$ cat src/hw/rtl/hsv2rgb_pkg.sv
package hsv2rgb_pkg;

    // Field widths of the pixel items.
    localparam int INPUT_W  = 13;
    localparam int CHAN_W   = 8;
    localparam int SECTOR_W = 3;
    localparam int REM_W    = 10;

    // Default number of fraction bits of saturation and brightness.
    localparam int FRACTION_BITS_DEF = 12;

    // Hue is clamped to 359 degrees in 1/16 degree units; one sector spans 60 degrees.
    localparam logic [INPUT_W-1:0] HUE_MAX = INPUT_W'(5744);
    localparam int SECTOR_UNITS = 960;

    // The sector width splits as 15 times 2^6; the power of two folds into the shift.
    localparam int SECTOR_SHIFT = 6;

    // Channel scale 255 is 2^8 - 1, done as a shift and a subtract.
    localparam int CHAN_SHIFT = 8;

    // Division by 15 of a quotient below 3840: multiply by 2185 and drop 15 bits.
    localparam int QUOT_W = 12;
    localparam logic [QUOT_W-1:0] RECIP15 = QUOT_W'(2185);
    localparam int RECIP_SHIFT = 15;

    // Register stages from the input handshake to the output register.
    localparam int PIPE_DEPTH = 6;

    // Hue sectors of 60 degrees each.
    typedef enum logic [SECTOR_W-1:0] {
        SEC_RED_YELLOW    = 3'd0,
        SEC_YELLOW_GREEN  = 3'd1,
        SEC_GREEN_CYAN    = 3'd2,
        SEC_CYAN_BLUE     = 3'd3,
        SEC_BLUE_MAGENTA  = 3'd4,
        SEC_MAGENTA_RED   = 3'd5
    } sector_t;

    typedef struct packed {
        logic [INPUT_W-1:0] hue;
        logic [INPUT_W-1:0] saturation;
        logic [INPUT_W-1:0] brightness;
    } hsv_pixel_t;

    typedef struct packed {
        logic [CHAN_W-1:0] red;
        logic [CHAN_W-1:0] green;
        logic [CHAN_W-1:0] blue;
    } rgb_pixel_t;

    // Load enables of the three stages inside a channel lane.
    typedef struct packed {
        logic mul;
        logic scale;
        logic recip;
    } lane_en_t;

endpackage

$ cat src/hw/rtl/hsv2rgb_lane.sv
// One color channel: brightness times the channel's component numerator,
// scaled by 255 and divided by 960 * ONE * ONE with truncation.
module hsv2rgb_lane #(
    parameter int FRACTION_BITS = hsv2rgb_pkg::FRACTION_BITS_DEF
) (
    input  logic                          clk,
    input  hsv2rgb_pkg::lane_en_t         en,
    input  logic [((FRACTION_BITS + 1 > hsv2rgb_pkg::INPUT_W) ?
                   FRACTION_BITS + 1 : hsv2rgb_pkg::INPUT_W) - 1:0] bright,
    input  logic [FRACTION_BITS + hsv2rgb_pkg::REM_W - 1:0] comp,
    output logic [hsv2rgb_pkg::CHAN_W-1:0] chan
);

    localparam int VAL_W = (FRACTION_BITS + 1 > hsv2rgb_pkg::INPUT_W) ?
                           FRACTION_BITS + 1 : hsv2rgb_pkg::INPUT_W;
    localparam int ARG_W = FRACTION_BITS + hsv2rgb_pkg::REM_W;
    localparam int PROD_W = VAL_W + ARG_W;
    localparam int SCALED_W = PROD_W + hsv2rgb_pkg::CHAN_SHIFT;
    localparam int DROP = hsv2rgb_pkg::SECTOR_SHIFT + 2 * FRACTION_BITS;
    localparam int RECIP_PROD_W = 2 * hsv2rgb_pkg::QUOT_W;

    logic [PROD_W-1:0]               prod_reg;
    logic [SCALED_W-1:0]             prod_ext;
    logic [SCALED_W-1:0]             scaled;
    logic [hsv2rgb_pkg::QUOT_W-1:0]  quot_next;
    logic [hsv2rgb_pkg::QUOT_W-1:0]  quot_reg;
    logic [RECIP_PROD_W-1:0]         recip_prod;
    logic [hsv2rgb_pkg::CHAN_W-1:0]  chan_next;
    logic [hsv2rgb_pkg::CHAN_W-1:0]  chan_reg;

    // Product of brightness and component numerator.
    always_ff @(posedge clk)
    begin
        if (en.mul)
        begin
            prod_reg <= PROD_W'(bright) * PROD_W'(comp);
        end
    end

    // Times 255, then drop the power-of-two part of the denominator.
    always_comb
    begin
        prod_ext  = SCALED_W'(prod_reg);
        scaled    = (prod_ext << hsv2rgb_pkg::CHAN_SHIFT) - prod_ext;
        quot_next = scaled[DROP +: hsv2rgb_pkg::QUOT_W];
    end

    always_ff @(posedge clk)
    begin
        if (en.scale)
        begin
            quot_reg <= quot_next;
        end
    end

    // Divide by the remaining factor 15 through a reciprocal multiply.
    always_comb
    begin
        recip_prod = RECIP_PROD_W'(quot_reg) * RECIP_PROD_W'(hsv2rgb_pkg::RECIP15);
        chan_next  = recip_prod[hsv2rgb_pkg::RECIP_SHIFT +: hsv2rgb_pkg::CHAN_W];
    end

    always_ff @(posedge clk)
    begin
        if (en.recip)
        begin
            chan_reg <= chan_next;
        end
    end

    assign chan = chan_reg;

endmodule

$ cat src/hw/rtl/hsv_to_rgb_converter_core.sv
// Channel   Direction  Handshake                  Payload
// pixel     in         pixel_valid / pixel_ready  hue, saturation, brightness
// color     out        color_valid / color_ready  red, green, blue
//
// Six register stages: clamp and sector split, saturation products, component
// selection, brightness multiply, scale by 255, reciprocal divide by 15.
// One item per clock unless an output stall has filled every stage.
// Reset clears the stage valid bits only; the data registers are not reset.
// An output stall holds each full stage with no empty stage after it; other
// items move on, so pixel_ready drops only when all six stages hold an item.
module hsv_to_rgb_converter_core #(
    parameter int FRACTION_BITS = hsv2rgb_pkg::FRACTION_BITS_DEF
) (
    input  logic                    clk,
    input  logic                    rst_n,
    input  logic                    pixel_valid,
    output logic                    pixel_ready,
    input  hsv2rgb_pkg::hsv_pixel_t pixel,
    output logic                    color_valid,
    input  logic                    color_ready,
    output hsv2rgb_pkg::rgb_pixel_t color
);

    localparam int DEPTH = hsv2rgb_pkg::PIPE_DEPTH;
    localparam int VAL_W = (FRACTION_BITS + 1 > hsv2rgb_pkg::INPUT_W) ?
                           FRACTION_BITS + 1 : hsv2rgb_pkg::INPUT_W;
    localparam int ARG_W = FRACTION_BITS + hsv2rgb_pkg::REM_W;
    localparam int MUL_W = VAL_W + hsv2rgb_pkg::REM_W;
    localparam logic [VAL_W-1:0] ONE = VAL_W'(1) << FRACTION_BITS;
    localparam logic [ARG_W-1:0] A_FULL = ARG_W'(hsv2rgb_pkg::SECTOR_UNITS) << FRACTION_BITS;
    localparam logic [hsv2rgb_pkg::INPUT_W-1:0] BASE1 =
        hsv2rgb_pkg::INPUT_W'(hsv2rgb_pkg::SECTOR_UNITS);
    localparam logic [hsv2rgb_pkg::INPUT_W-1:0] BASE2 =
        hsv2rgb_pkg::INPUT_W'(2 * hsv2rgb_pkg::SECTOR_UNITS);
    localparam logic [hsv2rgb_pkg::INPUT_W-1:0] BASE3 =
        hsv2rgb_pkg::INPUT_W'(3 * hsv2rgb_pkg::SECTOR_UNITS);
    localparam logic [hsv2rgb_pkg::INPUT_W-1:0] BASE4 =
        hsv2rgb_pkg::INPUT_W'(4 * hsv2rgb_pkg::SECTOR_UNITS);
    localparam logic [hsv2rgb_pkg::INPUT_W-1:0] BASE5 =
        hsv2rgb_pkg::INPUT_W'(5 * hsv2rgb_pkg::SECTOR_UNITS);

    logic [DEPTH:1] valid_reg;
    logic [DEPTH:1] valid_next;
    logic [DEPTH:1] stage_en;

    // Stage 1 signals.
    logic [hsv2rgb_pkg::INPUT_W-1:0] hue_clamp;
    logic [hsv2rgb_pkg::INPUT_W-1:0] hue_base;
    hsv2rgb_pkg::sector_t            sector_next;
    logic [VAL_W-1:0]                sat_next;
    logic [VAL_W-1:0]                val_next;
    hsv2rgb_pkg::sector_t            s1_sector_reg;
    logic [hsv2rgb_pkg::REM_W-1:0]   s1_rem_reg;
    logic [VAL_W-1:0]                s1_sat_reg;
    logic [VAL_W-1:0]                s1_val_reg;

    // Stage 2 signals.
    logic [hsv2rgb_pkg::REM_W-1:0]   rem_comp;
    hsv2rgb_pkg::sector_t            s2_sector_reg;
    logic [MUL_W-1:0]                s2_mq_reg;
    logic [MUL_W-1:0]                s2_mt_reg;
    logic [MUL_W-1:0]                s2_mp_reg;
    logic [VAL_W-1:0]                s2_val_reg;

    // Stage 3 signals.
    logic [ARG_W-1:0]                a_p;
    logic [ARG_W-1:0]                a_q;
    logic [ARG_W-1:0]                a_t;
    logic [ARG_W-1:0]                a_red_next;
    logic [ARG_W-1:0]                a_green_next;
    logic [ARG_W-1:0]                a_blue_next;
    logic [ARG_W-1:0]                s3_a_red_reg;
    logic [ARG_W-1:0]                s3_a_green_reg;
    logic [ARG_W-1:0]                s3_a_blue_reg;
    logic [VAL_W-1:0]                s3_val_reg;

    hsv2rgb_pkg::lane_en_t           lane_en;

    // Stage enables: a stage loads when it is empty or the next one loads.
    always_comb
    begin
        stage_en[DEPTH] = !valid_reg[DEPTH] || color_ready;
        for (int k = DEPTH - 1; k >= 1; k--)
        begin
            stage_en[k] = !valid_reg[k] || stage_en[k + 1];
        end
    end

    always_comb
    begin
        valid_next = valid_reg;
        if (stage_en[1])
        begin
            valid_next[1] = pixel_valid;
        end
        for (int k = 2; k <= DEPTH; k++)
        begin
            if (stage_en[k])
            begin
                valid_next[k] = valid_reg[k - 1];
            end
        end
    end

    always_ff @(posedge clk or negedge rst_n)
    begin
        if (!rst_n)
        begin
            valid_reg <= '0;
        end
        else
        begin
            valid_reg <= valid_next;
        end
    end

    assign pixel_ready = stage_en[1];
    assign color_valid = valid_reg[DEPTH];

    // Stage 1: clamp the fields and split hue into sector and remainder.
    always_comb
    begin
        hue_clamp = (pixel.hue > hsv2rgb_pkg::HUE_MAX) ? hsv2rgb_pkg::HUE_MAX : pixel.hue;
        sat_next  = (VAL_W'(pixel.saturation) > ONE) ? ONE : VAL_W'(pixel.saturation);
        val_next  = (VAL_W'(pixel.brightness) > ONE) ? ONE : VAL_W'(pixel.brightness);
        priority if (hue_clamp >= BASE5)
        begin
            sector_next = hsv2rgb_pkg::SEC_MAGENTA_RED;
            hue_base    = BASE5;
        end
        else if (hue_clamp >= BASE4)
        begin
            sector_next = hsv2rgb_pkg::SEC_BLUE_MAGENTA;
            hue_base    = BASE4;
        end
        else if (hue_clamp >= BASE3)
        begin
            sector_next = hsv2rgb_pkg::SEC_CYAN_BLUE;
            hue_base    = BASE3;
        end
        else if (hue_clamp >= BASE2)
        begin
            sector_next = hsv2rgb_pkg::SEC_GREEN_CYAN;
            hue_base    = BASE2;
        end
        else if (hue_clamp >= BASE1)
        begin
            sector_next = hsv2rgb_pkg::SEC_YELLOW_GREEN;
            hue_base    = BASE1;
        end
        else
        begin
            sector_next = hsv2rgb_pkg::SEC_RED_YELLOW;
            hue_base    = '0;
        end
    end

    always_ff @(posedge clk)
    begin
        if (stage_en[1])
        begin
            s1_sector_reg <= sector_next;
            s1_rem_reg    <= hsv2rgb_pkg::REM_W'(hue_clamp - hue_base);
            s1_sat_reg    <= sat_next;
            s1_val_reg    <= val_next;
        end
    end

    // Stage 2: saturation times the sector fraction, its complement and 960.
    assign rem_comp = hsv2rgb_pkg::REM_W'(hsv2rgb_pkg::SECTOR_UNITS) - s1_rem_reg;

    always_ff @(posedge clk)
    begin
        if (stage_en[2])
        begin
            s2_sector_reg <= s1_sector_reg;
            s2_mq_reg     <= MUL_W'(s1_sat_reg) * MUL_W'(s1_rem_reg);
            s2_mt_reg     <= MUL_W'(s1_sat_reg) * MUL_W'(rem_comp);
            s2_mp_reg     <= MUL_W'(s1_sat_reg) * MUL_W'(hsv2rgb_pkg::SECTOR_UNITS);
            s2_val_reg    <= s1_val_reg;
        end
    end

    // Stage 3: form the p, q and t numerators and route them by sector.
    always_comb
    begin
        a_p = A_FULL - ARG_W'(s2_mp_reg);
        a_q = A_FULL - ARG_W'(s2_mq_reg);
        a_t = A_FULL - ARG_W'(s2_mt_reg);
        unique case (s2_sector_reg)
            hsv2rgb_pkg::SEC_RED_YELLOW:
            begin
                a_red_next = A_FULL; a_green_next = a_t; a_blue_next = a_p;
            end
            hsv2rgb_pkg::SEC_YELLOW_GREEN:
            begin
                a_red_next = a_q; a_green_next = A_FULL; a_blue_next = a_p;
            end
            hsv2rgb_pkg::SEC_GREEN_CYAN:
            begin
                a_red_next = a_p; a_green_next = A_FULL; a_blue_next = a_t;
            end
            hsv2rgb_pkg::SEC_CYAN_BLUE:
            begin
                a_red_next = a_p; a_green_next = a_q; a_blue_next = A_FULL;
            end
            hsv2rgb_pkg::SEC_BLUE_MAGENTA:
            begin
                a_red_next = a_t; a_green_next = a_p; a_blue_next = A_FULL;
            end
            default:
            begin
                a_red_next = A_FULL; a_green_next = a_p; a_blue_next = a_q;
            end
        endcase
    end

    always_ff @(posedge clk)
    begin
        if (stage_en[3])
        begin
            s3_a_red_reg   <= a_red_next;
            s3_a_green_reg <= a_green_next;
            s3_a_blue_reg  <= a_blue_next;
            s3_val_reg     <= s2_val_reg;
        end
    end

    // Stages 4 to 6 live in the channel lanes.
    assign lane_en.mul   = stage_en[4];
    assign lane_en.scale = stage_en[5];
    assign lane_en.recip = stage_en[6];

    hsv2rgb_lane #(
        .FRACTION_BITS(FRACTION_BITS)
    ) u_lane_red (
        .clk    (clk),
        .en     (lane_en),
        .bright (s3_val_reg),
        .comp   (s3_a_red_reg),
        .chan   (color.red)
    );

    hsv2rgb_lane #(
        .FRACTION_BITS(FRACTION_BITS)
    ) u_lane_green (
        .clk    (clk),
        .en     (lane_en),
        .bright (s3_val_reg),
        .comp   (s3_a_green_reg),
        .chan   (color.green)
    );

    hsv2rgb_lane #(
        .FRACTION_BITS(FRACTION_BITS)
    ) u_lane_blue (
        .clk    (clk),
        .en     (lane_en),
        .bright (s3_val_reg),
        .comp   (s3_a_blue_reg),
        .chan   (color.blue)
    );

    // A full pipeline under an output stall must refuse new items.
    a_no_overrun: assert property (@(posedge clk) disable iff (!rst_n)
        (&valid_reg) && !color_ready |-> !pixel_ready)
        else $error("pipeline accepted an item while full and stalled");

    // Clamped fields never exceed 1.0 and the remainder stays inside a sector.
    a_stage1_range: assert property (@(posedge clk) disable iff (!rst_n)
        valid_reg[1] |-> (s1_sat_reg <= ONE) && (s1_val_reg <= ONE) &&
                         (s1_rem_reg < hsv2rgb_pkg::REM_W'(hsv2rgb_pkg::SECTOR_UNITS)))
        else $error("stage 1 field out of range");

    // Every sector gives the full brightness to at least one channel.
    a_value_routed: assert property (@(posedge clk) disable iff (!rst_n)
        valid_reg[3] |-> (s3_a_red_reg == A_FULL) || (s3_a_green_reg == A_FULL) ||
                         (s3_a_blue_reg == A_FULL))
        else $error("no channel carries the value component");

    // An item held in stage 3 keeps its valid bit while the output stalls.
    a_stall_keeps: assert property (@(posedge clk) disable iff (!rst_n)
        valid_reg[3] && !stage_en[3] |=> valid_reg[3])
        else $error("stalled stage lost its item");

endmodule

$ cat config.mk
export PLATFORM = sky130hd
export DESIGN_NAME = hsv_to_rgb_converter_core
export DESIGN_NICKNAME = d
export VERILOG_FILES = /design/src/hw/rtl/hsv2rgb_pkg.sv /design/src/hw/rtl/hsv2rgb_lane.sv /design/src/hw/rtl/hsv_to_rgb_converter_core.sv
export SDC_FILE = /design/constraint.sdc
export NUM_CORES = 2
export LEC_CHECK = 0
export ABC_AREA = 1
export BUFFER_PORTS_ARGS = -buffer_cell sky130_fd_sc_hd__buf_4
export CAP_MARGIN = 40
export CELL_PAD_IN_SITES_DETAIL_PLACEMENT = 0
export CELL_PAD_IN_SITES_GLOBAL_PLACEMENT = 1
export CORE_MARGIN = 8
export CORE_UTILIZATION = 50
export DETAILED_ROUTE_END_ITERATION = 6
export PLACE_DENSITY = 0.92
export SYNTH_ARGS = -nofsm -noshare
export SYNTH_HDL_FRONTEND = slang
export SYNTH_SLANG_ARGS = --single-unit
$ cat constraint.sdc
create_clock -name clk -period 9.66 [get_ports clk]
set_input_delay 0.483 -clock clk [delete_from_list [all_inputs] [get_ports clk]]
set_output_delay 0.483 -clock clk [all_outputs]
set_load 0.1 [all_outputs]
== Word-level counts from Yosys, hierarchy flattened ==
Index checks and enable logic that the tools add are counted.

* Reduce and logical (&&, ||, !) cells: 18
* Eq/ne operators: 4
* $mul: 9
* Add/subtract/negate cells: 8
* Muxes and demuxes: 13
* Order comparisons: 8

{| class="wikitable"
|+ Operator list
! kind !! count
|-
| $pmux 22 s3 || 3
|-
| $sub 42x35->42 || 3
|-
| $mul 13x22->35 || 3
|-
| $mul 12x12->23 const B || 3
|-
| $sub 22x22->22 const A || 3
|-
| $mux 10 || 5
|-
| $mul 13x10->22 || 2
|-
| $gt 13x13->1 const B || 3
|-
| $ge 13x12->1 const B || 2
|-
| $mul 13x4->16 const B || 1
|-
| $ge 13x10->1 const B || 1
|-
| $ge 13x11->1 const B || 1
|-
| $ge 13x13->1 const B || 1
|-
| $mux 13 || 1
|-
| $reduce_or 2->1 || 5
|-
| $sub 10x10->10 || 1
|-
| $sub 10x10->10 const A || 1
|-
| $eq 3x2->1 const B || 2
|-
| $logic_not 1->1 || 6
|-
| $logic_or 1x1->1 || 6
|-
| $mux 2 || 2
|-
| $eq 3x1->1 const B || 1
|-
| $eq 3x3->1 const B || 1
|-
| $logic_not 3->1 || 1
|-
| $mux 1 || 2
|}

* Output and inout bits: 26
* Flip-flop bits (word level): 365
* Logic and storage cells: 89
* Input bits: 43

== Logic depth before layout (Yosys ltp) ==
* Depth in word-level cells: 9
* Gate-level depth with buffers: 27

== Modules after synthesis ==
A second synthesis with hierarchy kept.

* Cell total of the unflattened synthesis: 8,690
* Area total of the unflattened synthesis: 65,113.7 µm²

{| class="wikitable"
|+ Modules (own cells, without submodules)
! module !! area each (µm²) !! cells an instance !! sequential area each (µm²) !! instances
|-
| hsv_to_rgb_converter_core || 18,975.7 || 2,121 || 5,945.7 || 1
|-
| hsv2rgb_lane (u_lane_red) || 15,394.8 || 2,195 || 1,651.6 || 1
|-
| hsv2rgb_lane (u_lane_green) || 15,383.5 || 2,184 || 1,651.6 || 1
|-
| hsv2rgb_lane (u_lane_blue) || 15,359.7 || 2,190 || 1,651.6 || 1
|}

== Worst setup path before layout ==
Ideal clock, no wire load.

* Path kind: register -> output
* Start: register valid_reg[6] (netlist name)
* End: output pixel_ready
* Arrival: 7.910 ns
* Setup slack: 1.267 ns
* Cell stages (with the launch flop): 12
* Cells stage by stage: dfrtp_1 -> inv_1 -> nor2_1 -> inv_1 -> nor2_1 -> inv_1 -> nor2_1 -> inv_1 -> nor2_1 -> inv_1 -> nor2_1 -> nand2_1

{| class="wikitable"
|+ RTL lines
! element !! line !! source
|-
| start: declaration || hsv_to_rgb_converter_core.sv:42 || <nowiki>logic [DEPTH:1] valid_reg;</nowiki>
|-
| start signal: assignment || hsv_to_rgb_converter_core.sv:113 || <nowiki>valid_reg <= valid_next;</nowiki>
|-
| end: declaration || hsv_to_rgb_converter_core.sv:17 || <nowiki>output logic pixel_ready,</nowiki>
|}

== Worst setup path in the final report ==
* Start: register s1_rem_reg[1] (netlist name)
* End: register s2_mt_reg[15], data pin

* Word-level cells in the longest chain between the ends: 2

{| class="wikitable"
|+ RTL lines
! element !! line !! source
|-
| start: declaration || hsv_to_rgb_converter_core.sv:53 || <nowiki>logic [hsv2rgb_pkg::REM_W-1:0] s1_rem_reg;</nowiki>
|-
| start signal: assignment || hsv_to_rgb_converter_core.sv:163 || <nowiki>s1_rem_reg <= hsv2rgb_pkg::REM_W'(hue_clamp - hue_base);</nowiki>
|-
| $sub 10x10->10 || hsv_to_rgb_converter_core.sv:170 || <nowiki>assign rem_comp = hsv2rgb_pkg::REM_W'(hsv2rgb_pkg::SECTOR_UNITS) - s1_rem_reg;</nowiki>
|-
| $mul 13x10->22 || hsv_to_rgb_converter_core.sv:178 || <nowiki>s2_mt_reg <= MUL_W'(s1_sat_reg) * MUL_W'(rem_comp);</nowiki>
|-
| end signal: assignment || hsv_to_rgb_converter_core.sv:178 ||
|-
| end: declaration || hsv_to_rgb_converter_core.sv:61 || <nowiki>logic [MUL_W-1:0] s2_mt_reg;</nowiki>
|}

Every way passes these cells.
A chain may end at the register's enable or synchronous reset.

==> flow_summary.yaml <==
finish:
  seqCellArea_um2: 10900
  final_common_cell: "nand2_1"
  multi_input_area_um2: 43000
  layout-drive-gt1-share_pct: 3.26
  diodes: 0
  fin_nets: 9178
  final_cell_mix: "1,927 x nand2_1, 1,776 x inv_1, 875 x fa_1"
  area_growth_pct: 6.06
  fill_cells: 11500
die:
  initial_core_util_pct: 50.4
  io_pins: 69
  die_height_um: 367
  die_x_um: 367
  die_area_um2: 134000
  core_um2: 122000
  row_count: 128
placement:
  dpl.hpwl_um: 129000
  port_buffers: 68
  gp_routability_congestion: 0.962
timing:
  grt_setup_unrepaired: "no"
  min_period_over_period_pct: 65.0
  fmax_ghz: 0.159
  timing.final.crit_period_ns: 6.28
  setup_viol: 0
  slew_violations: 0
  clock-skew-final_ns: 0.0700
  hold_violations: 0
  slew_headroom_pct: 36.4
  final.setup.tns_ns: 0
  worstMarginPinSlew_ns: 0.954
global_routing:
  grt_max_degree: 72
  grt_pass1_wl_um: 262000
  grt_usage_pct: 23.4
  grt_pass1_vias: 52000
  antenna_found_initial: 0
  grt_overflow_total: 0
synth:
  synth_edf_count: 358
  synth.distinct_cells: 56
  yosys_most_used_dff: "edfxtp_1"
  synth_warnings: 0
  syn_avg_cell_area_um2: 8.00
  synthArstFlopShare_pct: 1.65
  ys_seq_area_share_pct: 17.7
  netlist_area_um2: 61400
  netlist_instances: 7681
  synthesis.nets: 9235
  ys_ff_latch: 364
routing:
  routedWlPerCell_um: 16.9
  remaining_drc_errors: 0
  drtPass1Iterations: 6
  vias: 49100
  postRouteAntennaNets: 0
  vias_per_cell: 5.29
  drt-initial-drc-count: 3278
  drt_wl_total_um: 157000
setup_path:
  cp.required_ns: 10.04
  crit_path_max_incr_delay_ns: 0.66
  crit_type: "reg -> reg"
  crit_arrival_ns: 6.66
  start_kind: "flop"
  slowest_stage: "edfxtp_1"
  critical_path.cell_chain: "inv_1 -> ha_1 -> nand3_1 -> nor2_1 -> or2_2 -> nand2_1 -> inv_1 -> nand2_1 -> fa_1 -> fa_1 -> inv_1 -> fa_1 -> fa_1 -> inv_1 -> fa_1 -> inv_1 -> ha_1 -> nand2_1 -> nor2_1 -> nand4_1 -> o211ai_1 -> nand3_1 -> nand2_1 -> xor2_1"
  cp_top_family: "adder cells"
  crit_fanout: 15
  worst_setup_path_end_kind: "flop"
  crit_buf_inv: 5
clock_tree:
  hold_buffers: 2
  post-cts-setup-buffers: 0
  path_clk_slew_ns: 0.06
  cts-htree-levels: 2
  cts_buffer_depth: 3
  cts_resized: 0
  root_buffer: "clkbuf_16"
  cts_tree: "built"
  clock_latency_ns: 0.66
  cts_buffers: 46
  clkSinkCount: 364
flow_run:
  maxCapViolCount: 0
min_path:
  holdCritPathClass: "in -> reg"
run_status:
  status: "finished, final reports clean"
## path summary, 6_finish.rpt
check	startpoint	to	slack (ns)	depth (start not counted)
hold / removal	pixel[12]	s1_val_reg[12]	0.04	1
hold reg to reg	s1_val_reg[12]	s2_val_reg[12]	0.41	0
max in group asynchronous	rst_n	valid_reg[2]	9.25	2
setup reg to reg	s1_rem_reg[1]	s2_mt_reg[15]	3.38	24
setup / recovery	s1_rem_reg[1]	s2_mt_reg[15]	3.38	24
min in group asynchronous	rst_n	valid_reg[5]	0.23	2
## cell usage after synthesis, types with 3 or more instances
| cell | count | area share [%] |
|---|---|---|
| buf_2 | 20 | 0.16 |
| inv_1 | 1780 | 11 |
| nor2_2 | 9 | 0.092 |
| o31ai_1 | 6 | 0.073 |
| nand2_2 | 8 | 0.081 |
| nor4_1 | 22 | 0.22 |
| and2_1 | 4 | 0.041 |
| nand2_4 | 4 | 0.073 |
| nand4_1 | 108 | 1.1 |
| a21oi_1 | 298 | 2.4 |
| o21bai_1 | 15 | 0.18 |
| a31oi_1 | 35 | 0.36 |
| nor3_2 | 8 | 0.13 |
| xnor2_1 | 30 | 0.43 |
| xor2_1 | 164 | 2.3 |
| nand3b_1 | 14 | 0.17 |
| nand2_1 | 1928 | 12 |
| nand3_2 | 3 | 0.049 |
| a21o_1 | 45 | 0.55 |
| nand3_1 | 270 | 2.2 |
| o211ai_1 | 21 | 0.26 |
| dfrtp_1 | 6 | 0.24 |
| clkbuf_1 | 148 | 0.90 |
| o21ai_0 | 193 | 1.6 |
| o21a_1 | 11 | 0.13 |
| or2_2 | 13 | 0.13 |
| fa_1 | 875 | 29 |
| a21boi_0 | 8 | 0.098 |
| buf_1 | 50 | 0.31 |
| inv_2 | 4 | 0.024 |
| nor3_1 | 40 | 0.33 |
| o221ai_1 | 9 | 0.13 |
| o21ai_2 | 3 | 0.043 |
| nor2_4 | 3 | 0.055 |
| o21ai_1 | 3 | 0.024 |
| nor2_1 | 493 | 3.0 |
| o22ai_1 | 15 | 0.15 |
| edfxtp_1 | 358 | 17 |
| ha_1 | 636 | 13 |
## cells by family after synthesis
family,Yosys count,share of synthesized area [%]
fa+ha+maj,1511,41.5
flops,364,17.7
xor+xnor,194,2.77
compound gates,675,6.19
buf+inv,2004,12.3
simple gates,2933,19.5
## layout make-up
cell class	count	area share, %
clock buffers	56	1.84
well taps	1625	3.12
flip-flops and latches	364	16.7
repair buffers	113	1.51
clock inverters	28	0.536
multi-input cells	5313	66.0
inverters	1786	10.3
## stage by stage
| stage | setup slack [ns] | cells | area (µm²) | hold slack [ns] | util (%) |
|---|---|---|---|---|---|
| after floorplan | 1.27 | 7681 | 61400 | 0.187 | - |
| after global placement | 3.21 | 9191 | 63400 | 0.340 | 52.0 |
| after detailed placement | 3.42 | 9199 | 63600 | 0.342 | 52.2 |
| after CTS | 3.38 | 9285 | 65200 | 0.00159 | 53.5 |
| after global routing | 2.95 | 9285 | 65200 | 0.0124 | 53.5 |
| final | 3.38 | 9285 | 65200 | 0.0386 | 53.5 |
## layer usage
layer / global-route usage, % / vias to the layer above / share of wire (%)
met2: 40.0 / 1490 / 47
met3: 2.91 / 311 / 5.9
li1: - / 23500 / -
met1: 31.0 / 23900 / 44
met5: 0 / - / 0
met4: 7.42 / 0 / 3.2
Power is left out: the tool's default activity adds up to more than one toggle a clock period on the data nets, which glitch-free logic cannot reach.
